$ cat src/rtl/qrm_pkg.sv
// Shared types and constants for the quaternion to rotation matrix pipeline.
// No dependencies; used by every module of the block.
package qrm_pkg;

  localparam int FRAC_BITS_DEFAULT = 14;

  localparam int IN_W    = 16;  // quaternion component width
  localparam int OUT_W   = 16;  // matrix entry width
  localparam int NUM_ENT = 9;   // entries of the 3x3 matrix
  localparam int PROD_W  = 32;  // 16x16 product
  localparam int N_W     = 33;  // squared norm, and every numerator magnitude

  // Entry positions, row-major; also the lane order through the divider
  localparam int E_M00 = 0;
  localparam int E_M01 = 1;
  localparam int E_M02 = 2;
  localparam int E_M10 = 3;
  localparam int E_M11 = 4;
  localparam int E_M12 = 5;
  localparam int E_M20 = 6;
  localparam int E_M21 = 7;
  localparam int E_M22 = 8;

  // Operands for the divider: every lane magnitude is at most n
  typedef struct packed {
    logic [N_W-1:0]                n;
    logic [NUM_ENT-1:0][N_W-1:0]   mag;
    logic [NUM_ENT-1:0]            neg;
    logic                          zero;
  } div_in_t;

  // Fixed-point 1.0, clamped to the largest positive 16-bit value
  function automatic logic [OUT_W-1:0] one_pattern(input int frac_bits);
    longint unsigned lim;
    lim = 64'd1 << frac_bits;
    if (lim > 64'd32767) lim = 64'd32767;
    return OUT_W'(lim);
  endfunction

endpackage

$ cat src/rtl/qrm_round.sv
// Output stage: round half away from zero, saturate, apply sign, identity on zero norm.
// Depends on qrm_pkg. One register stage, which is the block's output register.
module qrm_round #(
  parameter int FRAC_BITS = qrm_pkg::FRAC_BITS_DEFAULT
) (
  input  logic                                                  clk,
  input  logic                                                  en,
  input  logic [qrm_pkg::NUM_ENT-1:0][FRAC_BITS+1:0]            quo,
  input  logic [qrm_pkg::NUM_ENT-1:0]                           neg,
  input  logic                                                  zero,
  output logic [qrm_pkg::NUM_ENT-1:0][qrm_pkg::OUT_W-1:0]       ent,
  output logic                                                  zero_norm
);

  localparam int STEPS = FRAC_BITS + 2;
  localparam int QW    = FRAC_BITS + 1;
  localparam int OW    = qrm_pkg::OUT_W;
  localparam int NE    = qrm_pkg::NUM_ENT;

  localparam longint unsigned LIM     = 64'd1 << FRAC_BITS;
  localparam longint unsigned POS_MAX = (LIM > 64'd32767) ? 64'd32767 : LIM;
  localparam longint unsigned NEG_MAX = (LIM > 64'd32768) ? 64'd32768 : LIM;
  localparam logic [OW-1:0]   ONE_PAT = qrm_pkg::one_pattern(FRAC_BITS);

  logic [NE-1:0][STEPS:0]  tp1;
  logic [NE-1:0][QW-1:0]   qv;
  logic [NE-1:0][OW:0]     mag;
  logic [NE-1:0][OW-1:0]   ent_next;

  always_comb begin
    for (int l = 0; l < NE; l++) begin
      // quotient carries one extra fraction bit: (t + 1) >> 1 rounds it
      tp1[l] = {1'b0, quo[l]} + (STEPS + 1)'(1);
      qv[l]  = tp1[l][QW:1];
      if (neg[l]) begin
        mag[l]      = (qv[l] > QW'(NEG_MAX)) ? (OW + 1)'(NEG_MAX) : (OW + 1)'(qv[l]);
        ent_next[l] = OW'((OW + 1)'(0) - mag[l]);
      end else begin
        mag[l]      = (qv[l] > QW'(POS_MAX)) ? (OW + 1)'(POS_MAX) : (OW + 1)'(qv[l]);
        ent_next[l] = mag[l][OW-1:0];
      end
      if (zero) begin
        if (l == qrm_pkg::E_M00 || l == qrm_pkg::E_M11 || l == qrm_pkg::E_M22) begin
          ent_next[l] = ONE_PAT;
        end else begin
          ent_next[l] = '0;
        end
      end
    end
  end

  always_ff @(posedge clk) begin
    if (en) begin
      ent       <= ent_next;
      zero_norm <= zero;
    end
  end

endmodule

$ cat config.mk
export PLATFORM = sky130hd
export DESIGN_NAME = qrm_round
export DESIGN_NICKNAME = d
export VERILOG_FILES = /design/src/rtl/qrm_pkg.sv /design/src/rtl/qrm_round.sv
export SDC_FILE = /design/constraint.sdc
export NUM_CORES = 1
export LEC_CHECK = 0
export BUFFER_PORTS_ARGS = -buffer_cell sky130_fd_sc_hd__buf_2
export CAP_MARGIN = 20
export CORE_MARGIN = 3
export CORE_UTILIZATION = 41
export DETAILED_ROUTE_END_ITERATION = 8
export SYNTH_ARGS = -nofsm -noshare
export SYNTH_HDL_FRONTEND = slang
export SYNTH_SLANG_ARGS = --single-unit
$ cat constraint.sdc
create_clock -name clk -period 11.33 [get_ports clk]
set_clock_uncertainty 0.2 [all_clocks]
set_input_delay 2.266 -clock clk [delete_from_list [all_inputs] [get_ports clk]]
set_output_delay 2.266 -clock clk [all_outputs]
set_load 0.01 [all_outputs]
==> results.cfg, run 1 <==
[outcome]
status = finished clean

[timing]
final.setup.worst_slack_ps = 5230
layout_min_cycle_time_ps = 6100
worst_slew_margin_rel_pct = 34.7
final-hold-violation-count = 0
worst_pin_slew_ps = 967
setup_violations = 0
rsz_0062_raised_after_global_routing = false
finalHoldWorstSlack_ps = 2040
maximum_clock_frequency_ghz = 0.164
totalNegativeSetupSlack_ps = 0
period_share_pct = 53.8
final_max_slew_viol_count = 0

[drt]
drtAntennaViolNets = 0
detail_route.iter0.violations = 727
route.detailed.vias_per_inst = 5.69
routedWlPerCell_um = 17.3
totalWireLength_mm = 39.5
route.detailed.drc = 0
vias = 12966
first_pass_iters = 5

[die]
initial_utilization_pct = 42.0
standard_cell_rows = 65
die_area_mm2 = 0.0348
chipWidth_um = 186
die_y_um = 186
ioPinCount = 301
design.core.area_mm2 = 0.0318

[layout]
multi_input_comb_area_mm2 = 0.00842
drive_gt1_share_pct = 20.8
syn_to_final_growth_pct = 16.6
post_layout_nets = 2005
final_design_area_no_fill_mm2 = 0.0156
fill_cells = 3146
area.sequential_mm2 = 0.00435

[clocking]
post_cts.resized_instances = 0
register_clock_pin_slew_on_the_reported_worst_setup_and_hold_paths_ps = 60
htree_depth = 4
clock_buffers_created_by_tritoncts = 17
tritoncts = done
post_cts.repair.setup_buffers = 0
cts-root-to-sink-buffers = 2
cts_root_buffer = sky130_fd_sc_hd__clkbuf_16
numClockSinks = 145
hold_buf_count_cts = 0

[placement]
placed_area_mm2 = 0.0150
placement.setup.worst_slack_ps = 4840
numPortBuffers = 300
gp_congestion = 0.924
dp_hpwl_mm = 30.0

[setup_path]
worstSetupPathType = primary input to register
timing.critical_path.arrival_ps = 6150
path_max_fanout = 11
start_kind = primary input
critPathCaptureType = register
cp_data_required_time_ps = 11380

[pwr]
total_power_mw = 1.61
peak_vdd_ir_mv = 0.102
power_per_cell_area_mw_per_mm2 = 104
cellLeakagePower_nw = 5.71

[worst_hold_path]
hold_depth = 3
min_path_type = primary input to register
worstHoldEndpoint = ent[25]
holdCritStartpoint = quo[26]

[yosys]
syn-cell-area_mm2 = 0.0133
yosysUniqueCellTypes = 94
synth_seq_area_share_pct = 32.6
synthesis.instances = 1606
leading_area_contributor_after_synthesis = sky130_fd_sc_hd__edfxtp_1
ys_dominant_reg_cell = sky130_fd_sc_hd__edfxtp_1
synth-warning-count = 0
async_reset_ff_share_pct = 0
syn_avg_cell_area_um2 = 8.31
top_cell_type_s_share_of_synthesized_area_pct = 32.6
synth.area.top_cells = sky130_fd_sc_hd__edfxtp_1 (33%), sky130_fd_sc_hd__xnor2_1 (8.2%), sky130_fd_sc_hd__xor2_1 (5.4%), sky130_fd_sc_hd__nand2_1 (4.4%), sky130_fd_sc_hd__nor2_1 (4.3%)
postSynthRegisterBits = 145
synth_enable_flop_cells = 145
mappedNetlistNets = 1780

[grt]
global_route.overflow_total = 0
gr-usage-all-layers_pct = 22.3
grt_pass1_wl_mm = 64.5
grt_pass1_vias = 12234
antenna_found_initial = 10
grt_max_degree = 84

[run]
maxCapViolCount = 0
[stage by stage]
step	util (%)	instances
after detailed placement	47.2	2246
after global routing	48.9	2280
after global placement	47.2	2246
after floorplan	-	1606
after CTS	48.9	2278
final	48.9	2280
[worst max path at each step]
stage               startpoint  endpoint  cells after the start
floorplan             quo[128]  ent[134]                     16
global placement       quo[16]   ent[24]                     15
detailed placement     quo[16]   ent[24]                     15
CTS                    quo[16]   ent[24]                     15
global route           quo[17]   ent[24]                     15
finish                 quo[16]   ent[24]                     15
[layout make-up]
class / instances / area share [%]
Multi-Input combinational cell: 1323 / 54.1
Tap cell: 435 / 3.50
Inverter: 38 / 0.916
Sequential cell: 145 / 28.0
Timing Repair Buffer: 306 / 9.98
Clock inverter: 14 / 0.756
Antenna cell: 1 / 0.0161
Clock buffer: 18 / 2.76
[state kept, by name (all words and copies together), names as in the netlist]
signal,flops
zero_norm,1
ent,144
[Yosys cell counts (5+ instances only)]
cell type,count
sky130_fd_sc_hd__a31oi_1,26
sky130_fd_sc_hd__o31ai_1,14
sky130_fd_sc_hd__buf_1,5
sky130_fd_sc_hd__xnor2_1,125
sky130_fd_sc_hd__a21boi_0,8
sky130_fd_sc_hd__clkbuf_1,56
sky130_fd_sc_hd__o22ai_1,7
sky130_fd_sc_hd__inv_1,37
sky130_fd_sc_hd__nand3_1,102
sky130_fd_sc_hd__o21bai_1,7
sky130_fd_sc_hd__o32ai_1,5
sky130_fd_sc_hd__and2_1,21
sky130_fd_sc_hd__nand2b_1,16
sky130_fd_sc_hd__xor2_1,82
sky130_fd_sc_hd__mux2i_1,14
sky130_fd_sc_hd__a21o_1,8
sky130_fd_sc_hd__o21a_1,9
sky130_fd_sc_hd__o31a_1,6
sky130_fd_sc_hd__o21ai_0,83
sky130_fd_sc_hd__a41oi_1,8
sky130_fd_sc_hd__edfxtp_1,145
sky130_fd_sc_hd__nor2b_1,8
sky130_fd_sc_hd__buf_2,36
sky130_fd_sc_hd__a22oi_1,8
sky130_fd_sc_hd__nand4_1,48
sky130_fd_sc_hd__or2_2,9
sky130_fd_sc_hd__a211o_1,5
sky130_fd_sc_hd__nor2_1,154
sky130_fd_sc_hd__nor3_1,52
sky130_fd_sc_hd__a21oi_1,64
sky130_fd_sc_hd__or4_1,7
sky130_fd_sc_hd__a211oi_1,11
sky130_fd_sc_hd__ha_1,18
sky130_fd_sc_hd__and3_1,40
sky130_fd_sc_hd__mux2_2,6
sky130_fd_sc_hd__o21ai_1,10
sky130_fd_sc_hd__and4_1,13
sky130_fd_sc_hd__nand2_1,158
sky130_fd_sc_hd__a311oi_1,11
sky130_fd_sc_hd__o211ai_1,15
sky130_fd_sc_hd__or3_1,26
sky130_fd_sc_hd__nor4_1,23
[worst max-delay path, stage by stage]
cell,delay (ps)
sky130_fd_sc_hd__buf_2,110
sky130_fd_sc_hd__ha_1,330
sky130_fd_sc_hd__nand4_1,240
sky130_fd_sc_hd__nor4_2,620
sky130_fd_sc_hd__mux2i_1,150
sky130_fd_sc_hd__a31o_1,240
sky130_fd_sc_hd__a31oi_1,650
sky130_fd_sc_hd__nand2b_1,230
sky130_fd_sc_hd__ha_1,280
sky130_fd_sc_hd__inv_1,110
sky130_fd_sc_hd__nor3_1,270
sky130_fd_sc_hd__a211o_1,160
sky130_fd_sc_hd__o221ai_1,110
sky130_fd_sc_hd__xor2_1,170
sky130_fd_sc_hd__o31ai_1,200
[report_power, final]
| part | switching (mW) | internal (mW) | leakage (nW) |
|---|---|---|---|
| Combinational | 0.259 | 0.154 | 4.05 |
| Clock | 0.240 | 0.301 | 0.266 |
| Sequential | 0.0146 | 0.645 | 1.39 |
[logic make-up (layout without fill, tap and decap cells)]
| logic type | Yosys count | after routing | share of synthesized area [%] |
|---|---|---|---|
| AOI/OAI and AO/OA | 365 | 365 | 18.6 |
| xor gates and xnor gates | 208 | 208 | 13.7 |
| adders and majority gates | 18 | 18 | 1.69 |
| buffers and inverters | 138 | 376 | 4.27 |
| DFF | 145 | 145 | 32.6 |
| muxes | 20 | 20 | 1.56 |
| other | 0 | 1 | 0 |
| and+or+nand+nor | 712 | 712 | 27.5 |
[layer usage]
metal	up-vias	part of all wire, %	global-route usage [%]
met5	-	0.30	0
met1	6065	46	30.5
met2	395	45	35.0
met4	18	2.0	6.34
li1	6427	-	-
met3	61	7.2	5.73
[placed cells by master (no fill, tap or decap), drive strengths merged, types with 13 or more instances in the layout]
master  instances
inv            38
a31oi          26
a21oi          64
o21ai          96
clkbuf         18
nand2b         16
o211ai         15
nor3           52
nand2         159
xnor2         125
xor2           83
o31ai          14
buf           306
and3           40
nand3         105
nor2          154
nand4          49
edfxtp        145
or3            26
or2            13
mux2i          14
and2           21
nor4           28
ha             18
and4           13
Power figures use the tool's default switching activity.
==> inputs of run 2 (changes only) <==
==> constraint.sdc (replaced) <==
create_clock -name clk -period 6.2 [get_ports clk]
set_clock_uncertainty 0.2 [all_clocks]
set_input_delay 1.24 -clock clk [delete_from_list [all_inputs] [get_ports clk]]
set_output_delay 1.24 -clock clk [all_outputs]
set_load 0.01 [all_outputs]
==> run 2 against run 1 <==
Clock power grew 120%. Die area is the same. Sequential power grew 83%. Worst setup slack lost 3700 ps. First-iteration DRC count grew 20%. Non-clock buffer count grew 3. Sequential share of layout area shrank 0.28 points. Utilization grew 0.49 points. Total power grew 97%. Final cell count grew 0.22%. Worst hold slack lost 1000 ps. Combinational power grew 83%. Largest cell class unchanged.
==> results.cfg, run 2 (synthesis results as in run 1) <==
[grt]
grt_pass1_wl_mm = 64.2
grt_max_degree = 107
antenna_found_initial = 12
gr-usage-all-layers_pct = 22.2
global_route.overflow_total = 0
grt_pass1_vias = 12262

[die]
chipWidth_um = 186
die_y_um = 186
design.core.area_mm2 = 0.0318
ioPinCount = 301
standard_cell_rows = 65
initial_utilization_pct = 42.0
die_area_mm2 = 0.0348

[setup_path]
timing.critical_path.arrival_ps = 4700
worstSetupPathType = primary input to register
start_kind = primary input
cp_data_required_time_ps = 6260
path_max_fanout = 11
critPathCaptureType = register

[timing]
final_max_slew_viol_count = 0
layout_min_cycle_time_ps = 4640
totalNegativeSetupSlack_ps = 0
maximum_clock_frequency_ghz = 0.215
setup_violations = 0
final-hold-violation-count = 0
period_share_pct = 74.9
worst_slew_margin_rel_pct = 30.3
rsz_0062_raised_after_global_routing = false
worst_pin_slew_ps = 1040

[drt]
route.detailed.vias_per_inst = 5.73
first_pass_iters = 5
detail_route.iter0.violations = 872
routedWlPerCell_um = 17.2
drtAntennaViolNets = 0
route.detailed.drc = 0
totalWireLength_mm = 39.4
vias = 13086

[pwr]
power.sequential.fraction_pct = 38.0
total_switching_power_uw = 918
total_power_mw = 3.17
power_per_cell_area_mw_per_mm2 = 202
fraction_of_power_consumed_by_the_clock_network_pct = 38.2
comb_power_share_pct = 23.8
p_int_mw = 2.25
peak_vdd_ir_mv = 0.196
netSwitchingFraction_pct = 28.9
cellLeakagePower_nw = 5.79

[clocking]
tritoncts = done
register_clock_pin_slew_on_the_reported_worst_setup_and_hold_paths_ps = 60
hold_buf_count_cts = 0
numClockSinks = 145
cts-root-to-sink-buffers = 2
post_cts.resized_instances = 0
htree_depth = 4
cts_root_buffer = sky130_fd_sc_hd__clkbuf_16
post_cts.repair.setup_buffers = 0
clock_buffers_created_by_tritoncts = 17

[placement]
gp_congestion = 0.912
dp_hpwl_mm = 30.1
numPortBuffers = 300

[layout]
regMostFlops = ent
largest_register_ffs = 144
post_layout_nets = 2008
syn_to_final_growth_pct = 17.8
drive_gt1_share_pct = 20.7
mostFrequentLayoutCell = sky130_fd_sc_hd__buf_2
top_regs = ent x144, zero_norm x1
layout.cells.most_common_list = sky130_fd_sc_hd__buf_2 (298), sky130_fd_sc_hd__nand2_1 (158), sky130_fd_sc_hd__nor2_1 (154)

[run]
maxCapViolCount = 0

[outcome]
status = finished clean

[worst_hold_path]
min_path_type = primary input to register
==> run 2: cell types whose count changed in the layout (fill, tap and decap cells not counted), sizes merged, moves of 2 or more <==
cell,delta
clkbuf,+2
clkinvlp,-3
buf,+3
diode,+2
bufinv,+6
clkinv,-4
==> run 2: worst paths after layout <==
| kind | endpoint | startpoint | slack [ps] | depth (start not counted) |
|---|---|---|---|---|
| setup / recovery | ent[24] | quo[16] | 1560 | 16 |
| hold / removal | ent[25] | quo[26] | 1020 | 3 |
==> run 2: layer usage <==
metal	GRT usage, %	share of wire [%]	wire [um]	up-vias
met5	0	0.28	112	-
met4	6.66	2.4	928	18
met3	5.11	6.9	2730	73
met2	35.4	46	17900	440
met1	30.1	45	17700	6121
li1	-	-	-	6434
==> run 2: critical path, stage by stage <==
cell	delay, ps
sky130_fd_sc_hd__buf_2	110
sky130_fd_sc_hd__ha_1	310
sky130_fd_sc_hd__nand4_1	230
sky130_fd_sc_hd__nor4_2	600
sky130_fd_sc_hd__mux2i_1	160
sky130_fd_sc_hd__a31o_1	240
sky130_fd_sc_hd__a31oi_1	170
sky130_fd_sc_hd__buf_4	190
sky130_fd_sc_hd__nand2b_1	140
sky130_fd_sc_hd__ha_1	270
sky130_fd_sc_hd__inv_1	110
sky130_fd_sc_hd__nor3_1	290
sky130_fd_sc_hd__a211o_1	170
sky130_fd_sc_hd__o221ai_1	110
sky130_fd_sc_hd__xor2_1	170
sky130_fd_sc_hd__o31ai_1	190
==> run 2: metrics by stage <==
| step | instances | util (%) | hold WS [ps] | area [um2] | worst slack (ps) |
|---|---|---|---|---|---|
| finish | 2285 | 49.4 | 1020 | 15700 | 1560 |
| global route | 2285 | 49.4 | 1030 | 15700 | 1240 |
| CTS | 2282 | 49.4 | 1000 | 15700 | 1600 |
| detailed placement | 2250 | 47.3 | 1450 | 15000 | 1170 |
| global placement | 2250 | 47.3 | 1430 | 15000 | 1180 |
| floorplan | 1606 | - | 1140 | 13300 | 1650 |
==> run 2: power by group through the flow <==
| stage | clock [mW] | combinational, mW | sequential [mW] |
|---|---|---|---|
| 3_5_place_dp | 0 | 0.751 | 1.23 |
| 6_report | 1.21 | 0.754 | 1.21 |
| 2_1_floorplan | 0 | 0.416 | 1.27 |
| 3_3_place_gp | 0 | 0.747 | 1.23 |
| 4_1_cts | 1.24 | 0.755 | 1.21 |
| 5_1_grt | 1.29 | 0.837 | 1.21 |
==> run 2: final cells by class <==
| cell class | instances | area, um2 |
|---|---|---|
| clock buffers | 20 | 437 |
| fillers | 3128 | 16100 |
| multi-input cells | 1323 | 8420 |
| well taps | 435 | 544 |
| diodes | 3 | 7.51 |
| repair buffers | 309 | 1580 |
| inverters | 38 | 143 |
| flip-flops and latches | 145 | 4350 |
| clock inverters | 12 | 236 |
==> inputs of run 3 (changes only) <==
--- a/config.mk
+++ b/config.mk
@@ -10,6 +10,7 @@
 export CORE_MARGIN = 3
 export CORE_UTILIZATION = 41
 export DETAILED_ROUTE_END_ITERATION = 8
+export PLACE_DENSITY = 0.66
 export SYNTH_ARGS = -nofsm -noshare
 export SYNTH_HDL_FRONTEND = slang
 export SYNTH_SLANG_ARGS = --single-unit
==> constraint.sdc (replaced) <==
create_clock -name clk -period 4.2 [get_ports clk]
set_clock_uncertainty 0.2 [all_clocks]
set_input_delay 0.84 -clock clk [delete_from_list [all_inputs] [get_ports clk]]
set_output_delay 0.84 -clock clk [all_outputs]
set_load 0.01 [all_outputs]
==> run 3 against run 2 <==
Worst hold slack worse by 390 ps. Via count increased by 4.0%. Non-clock buffer count increased by 98. Flip-flop and latch count did not move. Cell area increased by 4.7%. Utilization rose by 2.3 points. Sequential power increased by 47%. Largest power group is now clock. Final cell count rose by 4.2%. Routed wire length rose by 3.6%. Count of clock-buffer cells in the layout fell by 1.
==> results.cfg, run 3 (synthesis results as in run 1) <==
[setup_path]
timing.critical_path.arrival_ps = 3890
worstPathCellList = buf_2, ha_1, and3_1, a31oi_1, o21ai_0, a221oi_2, nand2_1, o21ai_4, nand2_1, ha_1, o21ai_0, a2111o_1, or2_1, a211o_1, a31oi_1
critical-path-top-delay-family = compound AO/OA/AOI/OAI gates
critPathSlowestCell = sky130_fd_sc_hd__a2111o_1
worst_path_largest_cell_delay_ps = 460
path_max_fanout = 5
crit_buf_inv = 1
worstSetupPathType = primary input to register
cp_data_required_time_ps = 4280
critPathCaptureType = register
start_kind = primary input

[drt]
route.detailed.drc = 0
totalWireLength_mm = 40.8
detail_route.iter0.violations = 812
routedWlPerCell_um = 17.1
first_pass_iters = 5
drtAntennaViolNets = 0
vias = 13613
route.detailed.vias_per_inst = 5.72

[pwr]
power_per_cell_area_mw_per_mm2 = 288
peak_vdd_ir_mv = 0.259
cellLeakagePower_nw = 6.26

[outcome]
status = finished clean

[timing]
period_share_pct = 90.9
layout_min_cycle_time_ps = 3820
rsz_0062_raised_after_global_routing = false
final-hold-violation-count = 0
setup_violations = 0
maximum_clock_frequency_ghz = 0.262
totalNegativeSetupSlack_ps = 0
worst_pin_slew_ps = 771
final_max_slew_viol_count = 0
worst_slew_margin_rel_pct = 48.6
final.setup.worst_slack_ps = 382

[clocking]
numClockSinks = 145
register_clock_pin_slew_on_the_reported_worst_setup_and_hold_paths_ps = 60
tritoncts = done
htree_depth = 4
hold_buf_count_cts = 0
post_cts.repair.setup_buffers = 0
clock_buffers_created_by_tritoncts = 17
post_cts.resized_instances = 0
cts_root_buffer = sky130_fd_sc_hd__clkbuf_16
cts-root-to-sink-buffers = 2

[placement]
dp.cells = 2348
placement.setup.worst_slack_ps = 43.3
dp_hpwl_mm = 31.8
numPortBuffers = 300
gp_congestion = 0.941

[layout]
post_layout_nets = 2106
regMostFlops = ent
drive_gt1_share_pct = 24.7
layout.cells.most_common_list = sky130_fd_sc_hd__buf_2 (298), sky130_fd_sc_hd__nand2_1 (158), sky130_fd_sc_hd__nor2_1 (154)
syn_to_final_growth_pct = 23.4
top_regs = ent x144, zero_norm x1
largest_register_ffs = 144
mostFrequentLayoutCell = sky130_fd_sc_hd__buf_2
stdcell_count = 2381

[die]
initial_utilization_pct = 42.0
design.core.area_mm2 = 0.0318
ioPinCount = 301
die_area_mm2 = 0.0348
chipWidth_um = 186
die_y_um = 186
standard_cell_rows = 65

[run]
maxCapViolCount = 0

[grt]
antenna_found_initial = 9
global_route.overflow_total = 0
gr-usage-all-layers_pct = 22.8
grt_pass1_vias = 13112
grt_max_degree = 76
grt_pass1_wl_mm = 66.0

[worst_hold_path]
min_path_type = primary input to register
run 3: cell count changes in the layout (fill, tap and decap cells not counted), sizes merged:
cell	previous run	this run
buf	309	407
clkbuf	20	19
clkinv	6	4
clkinvlp	0	2
diode	3	2
run 3: through the flow:
stage	instance area [um2]	utilization (%)	hold WS, ps	power [mW]
2_1_floorplan	13300	-	739	2.49
3_3_place_gp	15800	49.7	1050	2.96
4_1_cts	16500	51.8	599	4.79
3_5_place_dp	15800	49.7	1050	2.98
5_1_grt	16500	51.8	640	4.98
6_report	16500	51.8	628	4.74
run 3: layout make-up:
class                      instances  area [um2]
clock buffer                      19         433
antenna                            2        5.00
inverter                          38         143
clock inverter                    12         238
timing repair buffer             407        2330
sequential                       145        4350
fill                            2998       15300
tap                              435         544
multi-input combinational       1323        8420
run 3: per-layer routing:
metal,part of all wire (%),track usage (%)
met4,2.8,8.14
met1,42,28.6
met5,0.23,0
met2,48,39.0
met3,6.8,4.87
run 3: report_power, final:
part | leakage, nW | total [mW] | internal (mW) | switching (mW)
Clock | 0.318 | 1.79 | 1.17 | 0.620
Combinational | 4.55 | 1.18 | 0.464 | 0.714
Sequential | 1.39 | 1.78 | 1.74 | 0.0389
run 3: path summary, 6_finish.rpt:
path  slack [ps]  depth (start not counted)  startpoint  endpoint
min          630                          3     quo[26]   ent[25]
max          380                         15    quo[128]  ent[140]
